$ cat src/design/trf_pkg.sv
package trf_pkg;

  // default record layout
  localparam int TAG_BYTES_DEF     = 6;
  localparam int LENGTH_DIGITS_DEF = 5;

  // field widths
  localparam int BYTE_W   = 8;
  localparam int TAG_W    = 48;
  localparam int OCC_W    = 16;
  localparam int OFFSET_W = 32;
  localparam int LEN_W    = 17;
  localparam int CFG_IDX_W  = 4;
  localparam int CFG_DATA_W = 48;

  // length accumulator saturation value
  localparam logic [LEN_W-1:0] LEN_MAX = '1;

  // register indexes
  localparam logic [CFG_IDX_W-1:0] REG_WANTED_TAG = CFG_IDX_W'(0);
  localparam logic [CFG_IDX_W-1:0] REG_WANTED_OCC = CFG_IDX_W'(1);

  // character codes
  localparam logic [BYTE_W-1:0] CH_TAB   = 8'h09;
  localparam logic [BYTE_W-1:0] CH_CR    = 8'h0d;
  localparam logic [BYTE_W-1:0] CH_SPACE = 8'h20;
  localparam logic [BYTE_W-1:0] CH_PLUS  = 8'h2b;
  localparam logic [BYTE_W-1:0] CH_MINUS = 8'h2d;
  localparam logic [BYTE_W-1:0] CH_ZERO  = 8'h30;
  localparam logic [BYTE_W-1:0] CH_NINE  = 8'h39;
  localparam logic [BYTE_W-1:0] CH_LOW_A = 8'h61;
  localparam logic [BYTE_W-1:0] CH_LOW_Z = 8'h7a;
  localparam logic [BYTE_W-1:0] CASE_GAP = 8'h20;

  // length field parse phase
  typedef enum logic [1:0] {
    PH_SPACE,
    PH_DIGITS,
    PH_DONE,
    PH_NEG
  } trf_phase_t;

  // one input beat as held in the input register
  typedef struct packed {
    logic [BYTE_W-1:0] data_byte;
    logic              area_end;
  } trf_beat_t;

  // core handshake toward the input register
  typedef struct packed {
    logic take;
  } trf_core_ctl_t;

  function automatic logic [BYTE_W-1:0] fold_upper(input logic [BYTE_W-1:0] c);
    logic [BYTE_W-1:0] r;
    r = c;
    if (c >= CH_LOW_A && c <= CH_LOW_Z) begin
      r = c - CASE_GAP;
    end
    return r;
  endfunction

  function automatic logic is_white(input logic [BYTE_W-1:0] c);
    return (c == CH_SPACE) || (c >= CH_TAB && c <= CH_CR);
  endfunction

  function automatic logic is_digit(input logic [BYTE_W-1:0] c);
    return (c >= CH_ZERO) && (c <= CH_NINE);
  endfunction

endpackage

$ cat src/design/trf_in_if.sv
interface trf_in_if;
  logic                          valid;
  logic                          ready;
  logic [trf_pkg::BYTE_W-1:0]    data_byte;
  logic                          area_end;

  modport source (output valid, output data_byte, output area_end, input ready);
  modport sink   (input valid, input data_byte, input area_end, output ready);
endinterface

$ cat src/design/trf_out_if.sv
interface trf_out_if;
  logic                          valid;
  logic                          ready;
  logic                          found;
  logic [trf_pkg::OFFSET_W-1:0]  body_offset;
  logic [trf_pkg::LEN_W-1:0]     body_length;

  modport source (output valid, output found, output body_offset, output body_length,
                  input ready);
  modport sink   (input valid, input found, input body_offset, input body_length,
                  output ready);
endinterface

$ cat src/design/trf_cfg_if.sv
interface trf_cfg_if;
  logic                            valid;
  logic                            ready;
  logic [trf_pkg::CFG_IDX_W-1:0]   index;
  logic [trf_pkg::CFG_DATA_W-1:0]  data;

  modport source (output valid, output index, output data, input ready);
  modport sink   (input valid, input index, input data, output ready);
endinterface

$ cat src/design/tagged_record_finder.sv
// channel   dir   payload                                 beat when
// in_ch     in    data_byte[7:0], area_end                valid & ready
// out_ch    out   found, body_offset[31:0], body_length   valid & ready
// cfg_ch    in    index[3:0], data[47:0]                  valid & ready (ready always high)
//
// one byte beat per cycle while no held result stalls the core
// the path is an input register, one byte of parse logic, then the result register
// rst_n is synchronous; it clears the scan state and the valid bits of both registers and zeroes the config
// a held result stalls the core; the input register still takes one more beat meanwhile if it is empty
module tagged_record_finder #(
  parameter int TAG_BYTES     = trf_pkg::TAG_BYTES_DEF,
  parameter int LENGTH_DIGITS = trf_pkg::LENGTH_DIGITS_DEF
) (
  input  logic       clk,
  input  logic       rst_n,
  trf_in_if.sink     in_ch,
  trf_out_if.source  out_ch,
  trf_cfg_if.sink    cfg_ch
);

  logic [trf_pkg::TAG_W-1:0] wanted_tag_r;
  logic [trf_pkg::OCC_W-1:0] wanted_occ_r;
  trf_pkg::trf_beat_t        in_beat;
  trf_pkg::trf_beat_t        beat;
  logic                      beat_valid;
  trf_pkg::trf_core_ctl_t    core_ctl;

  // configuration registers
  assign cfg_ch.ready = 1'b1;

  always_ff @(posedge clk) begin
    if (!rst_n) begin
      wanted_tag_r <= '0;
      wanted_occ_r <= '0;
    end else if (cfg_ch.valid) begin
      case (cfg_ch.index)
        trf_pkg::REG_WANTED_TAG: wanted_tag_r <= cfg_ch.data[trf_pkg::TAG_W-1:0];
        trf_pkg::REG_WANTED_OCC: wanted_occ_r <= cfg_ch.data[trf_pkg::OCC_W-1:0];
        default: begin
          wanted_tag_r <= wanted_tag_r;
        end
      endcase
    end
  end

  // input register
  assign in_beat.data_byte = in_ch.data_byte;
  assign in_beat.area_end  = in_ch.area_end;

  trf_in_stage u_in_stage (
    .clk        (clk),
    .rst_n      (rst_n),
    .in_valid   (in_ch.valid),
    .in_ready   (in_ch.ready),
    .in_beat    (in_beat),
    .core_ctl   (core_ctl),
    .beat_valid (beat_valid),
    .beat       (beat)
  );

  // scan logic and result register
  trf_scan_core #(
    .TAG_BYTES     (TAG_BYTES),
    .LENGTH_DIGITS (LENGTH_DIGITS)
  ) u_scan_core (
    .clk               (clk),
    .rst_n             (rst_n),
    .beat_valid        (beat_valid),
    .beat              (beat),
    .core_ctl          (core_ctl),
    .wanted_tag        (wanted_tag_r),
    .wanted_occurrence (wanted_occ_r),
    .out_valid         (out_ch.valid),
    .out_ready         (out_ch.ready),
    .out_found         (out_ch.found),
    .out_body_offset   (out_ch.body_offset),
    .out_body_length   (out_ch.body_length)
  );

endmodule

$ cat src/design/trf_in_stage.sv
module trf_in_stage (
  input  logic                   clk,
  input  logic                   rst_n,
  input  logic                   in_valid,
  output logic                   in_ready,
  input  trf_pkg::trf_beat_t     in_beat,
  input  trf_pkg::trf_core_ctl_t core_ctl,
  output logic                   beat_valid,
  output trf_pkg::trf_beat_t     beat
);

  logic               valid_r;
  logic               valid_nxt;
  trf_pkg::trf_beat_t beat_r;

  // room when empty or when the core takes the held beat this cycle
  assign in_ready = !valid_r || core_ctl.take;

  always_comb begin
    valid_nxt = valid_r;
    if (in_ready) begin
      valid_nxt = in_valid;
    end
  end

  // control register
  always_ff @(posedge clk) begin
    if (!rst_n) begin
      valid_r <= 1'b0;
    end else begin
      valid_r <= valid_nxt;
    end
  end

  // payload register
  always_ff @(posedge clk) begin
    if (in_valid && in_ready) begin
      beat_r <= in_beat;
    end
  end

  assign beat_valid = valid_r;
  assign beat       = beat_r;

endmodule

$ cat src/design/trf_scan_core.sv
module trf_scan_core #(
  parameter int TAG_BYTES     = trf_pkg::TAG_BYTES_DEF,
  parameter int LENGTH_DIGITS = trf_pkg::LENGTH_DIGITS_DEF
) (
  input  logic                          clk,
  input  logic                          rst_n,
  input  logic                          beat_valid,
  input  trf_pkg::trf_beat_t            beat,
  output trf_pkg::trf_core_ctl_t        core_ctl,
  input  logic [trf_pkg::TAG_W-1:0]     wanted_tag,
  input  logic [trf_pkg::OCC_W-1:0]     wanted_occurrence,
  output logic                          out_valid,
  input  logic                          out_ready,
  output logic                          out_found,
  output logic [trf_pkg::OFFSET_W-1:0]  out_body_offset,
  output logic [trf_pkg::LEN_W-1:0]     out_body_length
);

  localparam int HEADER_BYTES = TAG_BYTES + LENGTH_DIGITS;
  localparam int HDR_POS_W    = (HEADER_BYTES > 1) ? $clog2(HEADER_BYTES) : 1;
  localparam int TAG_EXT_W    = 64;
  localparam int ACC_PROD_W   = trf_pkg::LEN_W + 4;

  // scan state
  logic [HDR_POS_W-1:0]         hdr_pos_r,  hdr_pos_nxt;
  logic                         match_r,    match_nxt;
  logic [trf_pkg::LEN_W-1:0]    acc_r,      acc_nxt;
  trf_pkg::trf_phase_t          phase_r,    phase_nxt;
  logic [trf_pkg::LEN_W-1:0]    body_rem_r, body_rem_nxt;
  logic [trf_pkg::OFFSET_W-1:0] byte_pos_r, byte_pos_nxt;
  logic [trf_pkg::OCC_W-1:0]    skip_r,     skip_nxt;
  logic                         done_r,     done_nxt;

  // result register
  logic                         out_valid_r, out_valid_nxt;
  logic                         found_r;
  logic [trf_pkg::OFFSET_W-1:0] offset_r;
  logic [trf_pkg::LEN_W-1:0]    length_r;

  logic                         take;
  logic                         hit;
  logic                         miss;
  logic [trf_pkg::OCC_W-1:0]    skip_cur;
  logic                         match_p;
  logic [trf_pkg::LEN_W-1:0]    acc_p;
  trf_pkg::trf_phase_t          phase_p;
  logic [trf_pkg::LEN_W-1:0]    len_p;
  logic [TAG_EXT_W-1:0]         tag_ext;
  logic [2:0]                   tag_idx;
  logic [trf_pkg::BYTE_W-1:0]   tag_byte;
  logic [trf_pkg::BYTE_W-1:0]   c;
  logic [3:0]                   digit_val;
  logic [ACC_PROD_W-1:0]        acc_prod;

  // a beat moves on when the result slot is free or drains now
  assign take = beat_valid && (!out_valid_r || out_ready);
  assign core_ctl.take = take;

  assign c         = beat.data_byte;
  assign digit_val = 4'(c - trf_pkg::CH_ZERO);
  assign tag_ext   = TAG_EXT_W'(wanted_tag);
  assign tag_idx   = 3'(TAG_BYTES - 1 - int'(hdr_pos_r));
  assign tag_byte  = tag_ext[tag_idx * trf_pkg::BYTE_W +: trf_pkg::BYTE_W];
  assign acc_prod  = (ACC_PROD_W'(acc_r) << 3) + (ACC_PROD_W'(acc_r) << 1)
                     + ACC_PROD_W'(digit_val);

  // one byte of header parsing, body skipping and match counting
  always_comb begin
    hdr_pos_nxt  = hdr_pos_r;
    match_nxt    = match_r;
    acc_nxt      = acc_r;
    phase_nxt    = phase_r;
    body_rem_nxt = body_rem_r;
    byte_pos_nxt = byte_pos_r;
    skip_nxt     = skip_r;
    done_nxt     = done_r;
    hit          = 1'b0;
    miss         = 1'b0;
    match_p      = match_r;
    acc_p        = acc_r;
    phase_p      = phase_r;
    len_p        = '0;
    skip_cur     = (byte_pos_r == '0) ? wanted_occurrence : skip_r;

    if (take) begin
      skip_nxt = skip_cur;
      if (!done_r) begin
        if (body_rem_r != '0) begin
          body_rem_nxt = body_rem_r - 1'b1;
        end else begin
          // tag compare or length character
          if (int'(hdr_pos_r) < TAG_BYTES) begin
            if (trf_pkg::fold_upper(tag_byte) != trf_pkg::fold_upper(c)) begin
              match_p = 1'b0;
            end
          end else begin
            case (phase_r)
              trf_pkg::PH_SPACE: begin
                if (trf_pkg::is_white(c)) begin
                  phase_p = trf_pkg::PH_SPACE;
                end else if (c == trf_pkg::CH_PLUS) begin
                  phase_p = trf_pkg::PH_DIGITS;
                end else if (c == trf_pkg::CH_MINUS) begin
                  phase_p = trf_pkg::PH_NEG;
                end else if (trf_pkg::is_digit(c)) begin
                  acc_p   = trf_pkg::LEN_W'(digit_val);
                  phase_p = trf_pkg::PH_DIGITS;
                end else begin
                  phase_p = trf_pkg::PH_DONE;
                end
              end
              trf_pkg::PH_DIGITS: begin
                if (trf_pkg::is_digit(c)) begin
                  acc_p = (acc_prod > ACC_PROD_W'(trf_pkg::LEN_MAX)) ?
                          trf_pkg::LEN_MAX : acc_prod[trf_pkg::LEN_W-1:0];
                end else begin
                  phase_p = trf_pkg::PH_DONE;
                end
              end
              default: begin
                phase_p = phase_r;
              end
            endcase
          end

          // end of header: decide on the record
          if (int'(hdr_pos_r) + 1 >= HEADER_BYTES) begin
            len_p = (phase_p == trf_pkg::PH_NEG) ? '0 : acc_p;
            if (match_p) begin
              if (skip_cur == '0) begin
                hit      = 1'b1;
                done_nxt = 1'b1;
              end else begin
                skip_nxt = skip_cur - 1'b1;
              end
            end
            body_rem_nxt = len_p;
            hdr_pos_nxt  = '0;
            match_nxt    = 1'b1;
            acc_nxt      = '0;
            phase_nxt    = trf_pkg::PH_SPACE;
          end else begin
            hdr_pos_nxt = hdr_pos_r + 1'b1;
            match_nxt   = match_p;
            acc_nxt     = acc_p;
            phase_nxt   = phase_p;
          end
        end
      end
      byte_pos_nxt = byte_pos_r + 1'b1;

      // area end: report a miss unless the area already had a hit, and restart
      if (beat.area_end) begin
        miss         = !hit && !done_r;
        hdr_pos_nxt  = '0;
        match_nxt    = 1'b1;
        acc_nxt      = '0;
        phase_nxt    = trf_pkg::PH_SPACE;
        body_rem_nxt = '0;
        byte_pos_nxt = '0;
        skip_nxt     = '0;
        done_nxt     = 1'b0;
      end
    end
  end

  // result slot occupancy
  always_comb begin
    if (take) begin
      out_valid_nxt = hit || miss;
    end else begin
      out_valid_nxt = out_valid_r && !out_ready;
    end
  end

  // state registers
  always_ff @(posedge clk) begin
    if (!rst_n) begin
      hdr_pos_r   <= '0;
      match_r     <= 1'b1;
      acc_r       <= '0;
      phase_r     <= trf_pkg::PH_SPACE;
      body_rem_r  <= '0;
      byte_pos_r  <= '0;
      skip_r      <= '0;
      done_r      <= 1'b0;
      out_valid_r <= 1'b0;
    end else begin
      hdr_pos_r   <= hdr_pos_nxt;
      match_r     <= match_nxt;
      acc_r       <= acc_nxt;
      phase_r     <= phase_nxt;
      body_rem_r  <= body_rem_nxt;
      byte_pos_r  <= byte_pos_nxt;
      skip_r      <= skip_nxt;
      done_r      <= done_nxt;
      out_valid_r <= out_valid_nxt;
    end
  end

  // result payload
  always_ff @(posedge clk) begin
    if (take && (hit || miss)) begin
      found_r  <= hit;
      offset_r <= hit ? (byte_pos_r + 1'b1) : '0;
      length_r <= hit ? len_p : '0;
    end
  end

  assign out_valid       = out_valid_r;
  assign out_found       = found_r;
  assign out_body_offset = offset_r;
  assign out_body_length = length_r;

endmodule

$ cat src/flat_wrapper.sv
// flat-port wrapper written by rule: the top's interface ports become plain ports
module tagged_record_finder_flat 
#(
  parameter int TAG_BYTES     = trf_pkg::TAG_BYTES_DEF,
  parameter int LENGTH_DIGITS = trf_pkg::LENGTH_DIGITS_DEF
)
  (clk, rst_n, in_ch_valid, in_ch_data_byte, in_ch_area_end, in_ch_ready, out_ch_valid, out_ch_found, out_ch_body_offset, out_ch_body_length, out_ch_ready, cfg_ch_valid, cfg_ch_index, cfg_ch_data, cfg_ch_ready);
  trf_in_if in_ch_i ();
  trf_out_if out_ch_i ();
  trf_cfg_if cfg_ch_i ();
  input  logic clk;
  input  logic rst_n;
  input wire logic [$bits(in_ch_i.valid)-1:0] in_ch_valid;
  input wire logic [$bits(in_ch_i.data_byte)-1:0] in_ch_data_byte;
  input wire logic [$bits(in_ch_i.area_end)-1:0] in_ch_area_end;
  output wire logic [$bits(in_ch_i.ready)-1:0] in_ch_ready;
  output wire logic [$bits(out_ch_i.valid)-1:0] out_ch_valid;
  output wire logic [$bits(out_ch_i.found)-1:0] out_ch_found;
  output wire logic [$bits(out_ch_i.body_offset)-1:0] out_ch_body_offset;
  output wire logic [$bits(out_ch_i.body_length)-1:0] out_ch_body_length;
  input wire logic [$bits(out_ch_i.ready)-1:0] out_ch_ready;
  input wire logic [$bits(cfg_ch_i.valid)-1:0] cfg_ch_valid;
  input wire logic [$bits(cfg_ch_i.index)-1:0] cfg_ch_index;
  input wire logic [$bits(cfg_ch_i.data)-1:0] cfg_ch_data;
  output wire logic [$bits(cfg_ch_i.ready)-1:0] cfg_ch_ready;
  assign in_ch_i.valid = in_ch_valid;
  assign in_ch_i.data_byte = in_ch_data_byte;
  assign in_ch_i.area_end = in_ch_area_end;
  assign in_ch_ready = in_ch_i.ready;
  assign out_ch_valid = out_ch_i.valid;
  assign out_ch_found = out_ch_i.found;
  assign out_ch_body_offset = out_ch_i.body_offset;
  assign out_ch_body_length = out_ch_i.body_length;
  assign out_ch_i.ready = out_ch_ready;
  assign cfg_ch_i.valid = cfg_ch_valid;
  assign cfg_ch_i.index = cfg_ch_index;
  assign cfg_ch_i.data = cfg_ch_data;
  assign cfg_ch_ready = cfg_ch_i.ready;
  tagged_record_finder #(.TAG_BYTES(TAG_BYTES), .LENGTH_DIGITS(LENGTH_DIGITS)) u_core (.clk(clk), .rst_n(rst_n), .in_ch(in_ch_i), .out_ch(out_ch_i), .cfg_ch(cfg_ch_i));
endmodule
$ cat config.mk
export PLATFORM = sky130hd
export DESIGN_NAME = tagged_record_finder_flat
export DESIGN_NICKNAME = d
export VERILOG_FILES = /design/src/design/trf_pkg.sv /design/src/design/trf_in_if.sv /design/src/design/trf_out_if.sv /design/src/design/trf_cfg_if.sv /design/src/design/tagged_record_finder.sv /design/src/design/trf_in_stage.sv /design/src/design/trf_scan_core.sv /design/src/flat_wrapper.sv
export SDC_FILE = /design/constraint.sdc
export NUM_CORES = 1
export LEC_CHECK = 0
export BUFFER_PORTS_ARGS = -buffer_cell sky130_fd_sc_hd__buf_2
export CORE_MARGIN = 5
export CORE_UTILIZATION = 40
export CTS_BUF_LIST = sky130_fd_sc_hd__clkbuf_4
export DETAILED_ROUTE_END_ITERATION = 6
export GPL_ROUTABILITY_DRIVEN = 0
export HOLD_SLACK_MARGIN = 0.05
export PLACE_DENSITY = 0.62
export SKIP_CTS_REPAIR_TIMING = 1
export SYNTH_ARGS = -nofsm -noshare
export SYNTH_HDL_FRONTEND = slang
export SYNTH_SLANG_ARGS = --single-unit
$ cat constraint.sdc
create_clock -name clk -period 11.1 [get_ports clk]
set_input_delay 2.22 -clock clk [delete_from_list [all_inputs] [get_ports clk]]
set_output_delay 2.22 -clock clk [all_outputs]
set_load 0.1 [all_outputs]
# After elaboration in Yosys (flattened, before gate mapping)
# Cells that the tools add are included.
word_totals:
  ram_bits: 0
  memories: 0
  elab_cells: 155
  register_bits: 215
  latchBits: 0
  romBits: 0
op_classes:
  div_mod_pow: 0
  bitwise_logic: 3
  shifts: 1
  mul: 0
  muxes: 74
  reduce_logical: 29
  n_lt_le_gt_ge: 11
  eq_ne: 9
  addsub: 11
ops:
  columns: ["cell", "count"]
  rows:
  - ["$mux 17", 16]
  - ["$mux 16", 7]
  - ["$mux 8", 10]
  - ["$shiftx 64x7->8", 1]
  - ["$pmux 17 s2", 1]
  - ["$add 32x1->32 const B", 1]
  - ["$logic_not 32->1", 1]
  - ["$mux 32", 1]
  - ["$mux 2", 13]
  - ["$eq 8x6->1 const B", 3]
  - ["$add 20x18->21", 1]
  - ["$add 21x4->21", 1]
  - ["$gt 21x17->1 const B", 1]
  - ["$mux 1", 21]
  - ["$reduce_bool 17->1", 1]
  - ["$sub 17x1->17 const B", 1]
  - ["$ge 8x7->1 const B", 2]
  - ["$le 8x7->1 const B", 2]
  - ["$logic_not 16->1", 1]
  - ["$mux 4", 4]
  - ["$sub 16x1->16 const B", 1]
  - ["$sub 8x6->8 const B", 2]
  - ["$logic_and 1x1->1", 9]
  - ["$ge 8x4->1 const B", 1]
  - ["24 further kinds", 36]

# Depth between registers and ports, before layout
depth:
  word_depth: 26
  ltp_mapped: 17

# Hierarchy
# Synthesis repeated with hierarchy kept, for this count alone.
unflattened:
  cells_unflattened: 1457
  area_unflattened_um2: 12558.3
by_module_without_submodules:
  columns: ["module", "seq_area_each_um2", "instances", "area_per_inst_um2", "cells_per_inst"]
  rows:
  - ["trf_scan_core", 3323.2, 1, 9730.6, 1179]
  - ["tagged_record_finder", 1281.2, 1, 2499.9, 264]
  - ["trf_in_stage", 290.3, 1, 327.8, 14]

# Worst setup path after synthesis
# No wires, ideal clock.
synth_timing:
  path_kind: "input to output"
  start: "input out_ch_ready"
  end: "output in_ch_ready"
  path_slack_ps: 5839
  arrival_time_ps: 3042
  cell_stages: 1
  required_ps: 8880
  n_path_buf: 0
  cell_sequence: "nand3b_1"
synth_between:
  elab_chain_len: 3
synth_rtl:
  columns: ["item", "line_no", "source"]
  rows:
  - ["start: declaration", "flat_wrapper.sv:21", "input wire logic [$bits(out_ch_i.ready)-1:0] out_ch_ready;"]
  - ["$logic_or 1x1->1", "trf_scan_core.sv:56", "assign take = beat_valid && (!out_valid_r || out_ready);"]
  - ["$logic_and 1x1->1", "trf_scan_core.sv:56", null]
  - ["$logic_or 1x1->1", "trf_in_stage.sv:17", "assign in_ready = !valid_r || core_ctl.take;"]
  - ["end: declaration", "flat_wrapper.sv:16", "output wire logic [$bits(in_ch_i.ready)-1:0] in_ch_ready;"]
# Every way passes these cells.

# Worst setup path after layout
layout_timing:
  start: "register u_core.u_scan_core.hdr_pos_r[1]"
  end: "register u_core.u_scan_core.length_r, in the netlist u_core.u_scan_core.out_body_length[15], data pin"
layout_between:
  elab_chain_len: 23
layout_rtl:
  columns: ["item", "line_no", "source"]
  rows:
  - ["start: declaration", "trf_scan_core.sv:25", "logic [HDR_POS_W-1:0] hdr_pos_r, hdr_pos_nxt;"]
  - ["start signal: assignment", "trf_scan_core.sv:189", "hdr_pos_r <= hdr_pos_nxt;"]
  - ["$sub 3x3->3", "trf_scan_core.sv:62", "assign tag_idx = 3'(TAG_BYTES - 1 - int'(hdr_pos_r));"]
  - ["$shiftx 64x7->8", "trf_scan_core.sv:63", "assign tag_byte = tag_ext[tag_idx * trf_pkg::BYTE_W +: trf_pkg::BYTE_W];"]
  - ["$ge 8x7->1 or $le 8x7->1 (tied branches)", "trf_pkg.sv:57", "if (c >= CH_LOW_A && c <= CH_LOW_Z) begin"]
  - ["$logic_and 1x1->1", "trf_pkg.sv:57", null]
  - ["$mux 8", "trf_pkg.sv:57", null]
  - ["$mux 8", "trf_scan_core.sv:92", "if (int'(hdr_pos_r) < TAG_BYTES) begin"]
  - ["$mux 8", "trf_scan_core.sv:88", "if (body_rem_r != '0) begin"]
  - ["$mux 8", "trf_scan_core.sv:87", "if (!done_r) begin"]
  - ["[... 6 more ...]", null, null]
  - ["$mux 1", "trf_scan_core.sv:85", "if (take) begin"]
  - ["$mux 1", "trf_scan_core.sv:129", "if (match_p) begin"]
  - ["$mux 1", "trf_scan_core.sv:127", "if (int'(hdr_pos_r) + 1 >= HEADER_BYTES) begin"]
  - ["$mux 1", "trf_scan_core.sv:88", null]
  - ["$mux 1", "trf_scan_core.sv:87", null]
  - ["$mux 1 (2 in a row)", "trf_scan_core.sv:85", null]
  - ["$not 1->1 (no line)", null, null]
  - ["$reduce_or 5->1 (no line)", null, null]
  - ["end signal: assignment", "trf_scan_core.sv:206", "length_r <= hit ? len_p : '0;"]
  - ["end: declaration", "trf_scan_core.sv:38", "logic [trf_pkg::LEN_W-1:0] length_r;"]
# Parallel ways exist; a longest one is shown, timed or not. The select of a mux whose other input is x is not followed.
# A chain may end at the register's enable or synchronous reset.

==> reports/metrics.yaml <==
grt:
  grt_pass1_wl_um: 54030
  antenna_found_initial: 2
  globalRouteOverflowTotal: 0
  track_usage_pct: 18.90
  grt_pass1_vias: 10740
  grt_max_degree: 100
sta:
  finClkSkew_ns: 0.06903
  min_period_ns: 5.675
  worstMarginPinSlew_ns: 1.101
  layout_setup_ws_ns: 5.425
  maxSlewViolCount: 0
  finalCritPeriodShare_pct: 51.13
  fmax_mhz: 176.2
  fin_tns_setup_ns: 0
  finalHoldViolCount: 0
  setup-violations-final: 0
  relSlewSlack_pct: 26.57
  rsz0062_at_grt: "false"
run:
  maxCapViolCount: 0
synth:
  synth_common_cells: "nand2_1 (174), nor2_1 (166), dfxtp_1 (156)"
  syn_nets: 1587
  synthTopCellsByArea: "dfxtp_1 (25%), edfxtp_1 (14%), a21oi_1 (5.7%)"
  ys_seq_area_share_pct: 39.58
  synth_top_family_by_area: "simple AND/OR/NAND/NOR gates"
  synth_area_um2: 12370
  synth_compound_area_share_pct: 19.60
  synth_enable_flop_cells: 59
  ys_async_sr_fraction_pct: 0
  synth_cells: 1475
  synth_simple_gate_area_share_pct: 22.57
  synth_adder_area_share_pct: 4.856
  yosys_warnings: 0
  yosys-mux-area-fraction_pct: 4.694
  synth_cell_type_count: 85
  syn_area_per_cell_um2: 8.385
  synthXorXnorAreaFrac_pct: 4.562
  synth-seq-cells: 215
  synth_ff_type: "dfxtp_1"
  synth.top_cell.area_share_pct: 25.25
  yosysMostFrequentCell: "nand2_1"
  yosys.area.top_type: "dfxtp_1"
layout:
  fill_cells: 3086
  layout.nets: 1685
  multiInputGateArea_um2: 6970
  seq_area_um2: 4895
  fin_area_um2: 13870
  area_growth_pct: 12.11
  drive_above_1_share_pct: 15.32
  postLayoutCoreUtil_pct: 45.33
pwr:
  swShare_pct: 37.70
  power_switching_w: 0.0008036
  power_frac_comb_pct: 28.1
  p_leak_nw: 5.565
  peakVddDrop_mv: 0.1161
  power_frac_seq_pct: 40.7
  power_density_nw_per_um2: 153.7
  p_int_w: 0.001328
  p_clk_share_pct: 31.1
detailed_routing:
  wire_per_inst_um: 16.61
  vias_per_cell: 5.561
  drc: 0
  drt_iter0_drc: 820
  totalWireLength_um: 33510
  num_vias: 11220
  antenna_left: 0
  drt_pass1_iterations: 5
die:
  std_cell_rows: 64
  die_w_um: 185.8
  dieArea_um2: 34540
  ios: 119
  chipHeight_um: 185.8
  coreArea_um2: 30590
  start_util_pct: 40.43
placed_design:
  place_ws_ns: 5.426
  place_area_um2: 13160
  io_buffers: 117
  dpl.hpwl_um: 23740
worst_setup_path:
  r2r_cells: 12
  reg2reg_slack_ns: 5.42
  timing.rr.start: "u_core.u_scan_core.hdr_pos_r[1]"
  end_kind: "flop"
  cp.required_ns: 11.61
  critPathMaxFanout: 33
  critPathArrivalTime_ns: 6.19
  worstSetupPathType: "reg -> reg"
  cp-startpoint: "u_core.u_scan_core.hdr_pos_r[1]"
  reg2reg_to: "u_core.u_scan_core.out_body_length[15]"
  cp-start-kind: "flop"
outcome:
  status: "finished clean"
clock_tree:
  ctsHtreeMaxLevel: 2
  cts_made_buffers: 58
  clockBufferDepth: 3
  cts_tree: "done"
  root_buffer: "clkbuf_4"
  clk_latency_ns: 0.72
  clock_sinks: 215
  clk_pin_slew_ns: 0.06
min_path:
  min-delay-start: "u_core.wanted_tag_r[33]"
  hp-class: "reg -> reg"
  min_path_cells: 2
  hold_end: "u_core.wanted_tag_r[33]"
-- critical path: stages (launching register included) --
cell	delay, ns
dfxtp_1	0.86
ha_1	0.84
nor4bb_1	0.35
a2111oi_0	0.10
a211o_1	0.34
nand4b_1	0.21
a41oi_1	0.27
xnor2_1	0.14
a31oi_1	0.27
or3_1	0.46
or4_1	1.01
nand2b_4	0.44
a21oi_1	0.18
-- cell families after synthesis --
logic type | Yosys count
XOR/XNOR | 62
multiplexers | 51
buffers and inverters | 125
AND/OR/NAND/NOR | 584
adder cells (fa/ha/maj) | 47
flip-flops | 215
other | 1
AO/OA/AOI/OAI | 390
-- layout by cell type (no fill, tap or decap), types with 6 or more instances in the layout --
| master | Yosys | final |
|---|---|---|
| nand2_1 | 174 | 174 |
| nor2_1 | 166 | 166 |
| dfxtp_1 | 156 | 156 |
| a21oi_1 | 140 | 140 |
| buf_2 | 8 | 117 |
| o21ai_0 | 83 | 83 |
| clkbuf_4 | 0 | 75 |
| edfxtp_1 | 59 | 59 |
| nor3_1 | 55 | 55 |
| ha_1 | 44 | 44 |
| mux2i_1 | 40 | 40 |
| xnor2_1 | 38 | 38 |
| nand3_1 | 31 | 31 |
| inv_1 | 32 | 31 |
| a22oi_1 | 27 | 27 |
| and3_1 | 25 | 25 |
| nor4_1 | 25 | 24 |
| xor2_1 | 22 | 22 |
| clkinv_1 | 1 | 22 |
| a21o_1 | 21 | 21 |
| a31oi_1 | 17 | 17 |
| or3_1 | 15 | 15 |
| or4_1 | 13 | 13 |
| o211ai_1 | 11 | 11 |
| nor2_2 | 10 | 10 |
| buf_4 | 4 | 10 |
| nand4_1 | 9 | 9 |
| nand2b_1 | 9 | 9 |
| and2_1 | 9 | 9 |
| nor3b_1 | 8 | 8 |
| o21a_1 | 7 | 7 |
| o32ai_1 | 7 | 7 |
| clkinv_2 | 0 | 7 |
| o22ai_1 | 6 | 6 |
| o31ai_1 | 6 | 6 |
| o21bai_1 | 6 | 6 |
-- worst max path at each step --
stage	to	cells after the start
5_1_grt	u_core.u_scan_core.out_body_length[15]	14
3_3_place_gp	u_core.u_scan_core.out_body_length[15]	14
6_report	u_core.u_scan_core.out_body_length[15]	12
2_1_floorplan	in_ch_ready	1
3_5_place_dp	u_core.u_scan_core.out_body_length[15]	12
4_1_cts	u_core.u_scan_core.out_body_length[15]	14
-- registers in the layout, summed over array words and instances, names as in the netlist --
register / count
u_core.u_in_stage.beat: 9
u_core.u_in_stage.beat_valid: 1
u_core.u_scan_core.out_body_length: 17
u_core.u_scan_core.byte_pos_r: 32
u_core.u_scan_core.body_rem_r: 17
u_core.u_scan_core.done_r: 1
u_core.u_scan_core.out_found: 1
u_core.u_scan_core.acc_r: 17
u_core.u_scan_core.skip_r: 16
u_core.u_scan_core.match_r: 1
u_core.u_scan_core.hdr_pos_r: 4
u_core.u_scan_core.phase_r: 2
u_core.wanted_occ_r: 16
u_core.u_scan_core.out_body_offset: 32
u_core.u_scan_core.out_valid: 1
u_core.wanted_tag_r: 48
-- metal layers --
metal  vias up  wire length, µm  track usage (%)
met3        64             2145            3.674
met1      5212            15680            26.54
met4         0              852            6.179
met2       336            14830            29.38
met5         -                0                0
li1       5605                -                -
-- through the flow --
stage          hold slack [ns]  power, W  cells
2_1_floorplan           0.4322  0.001302   1475
3_3_place_gp            0.4412  0.001460   1909
3_5_place_dp            0.4471  0.001465   1909
4_1_cts                 0.4557  0.002138   2015
5_1_grt                 0.4767  0.002259   2017
6_report                0.4558  0.002131   2017
-- final cells by class --
| type | count | share of cell area [%] |
|---|---|---|
| multi-input cells | 1135 | 50.27 |
| flip-flops and latches | 215 | 35.30 |
| repair buffers | 127 | 4.764 |
| clock buffers | 75 | 4.061 |
| well taps | 396 | 3.573 |
| clock inverters | 31 | 1.002 |
| inverters | 36 | 0.9926 |
| diodes | 2 | 0.03609 |
-- power groups by stage --
stage / sequential, W / combinational (W) / clock [W]
floorplan: 0.000885 / 0.000418 / 0
global placement: 0.000883 / 0.000577 / 0
detailed placement: 0.000884 / 0.000581 / 0
CTS: 0.000867 / 0.000586 / 0.000685
global route: 0.000873 / 0.000656 / 0.000729
finish: 0.000868 / 0.000600 / 0.000664
Note: power is estimated with default switching activity, not from simulation.
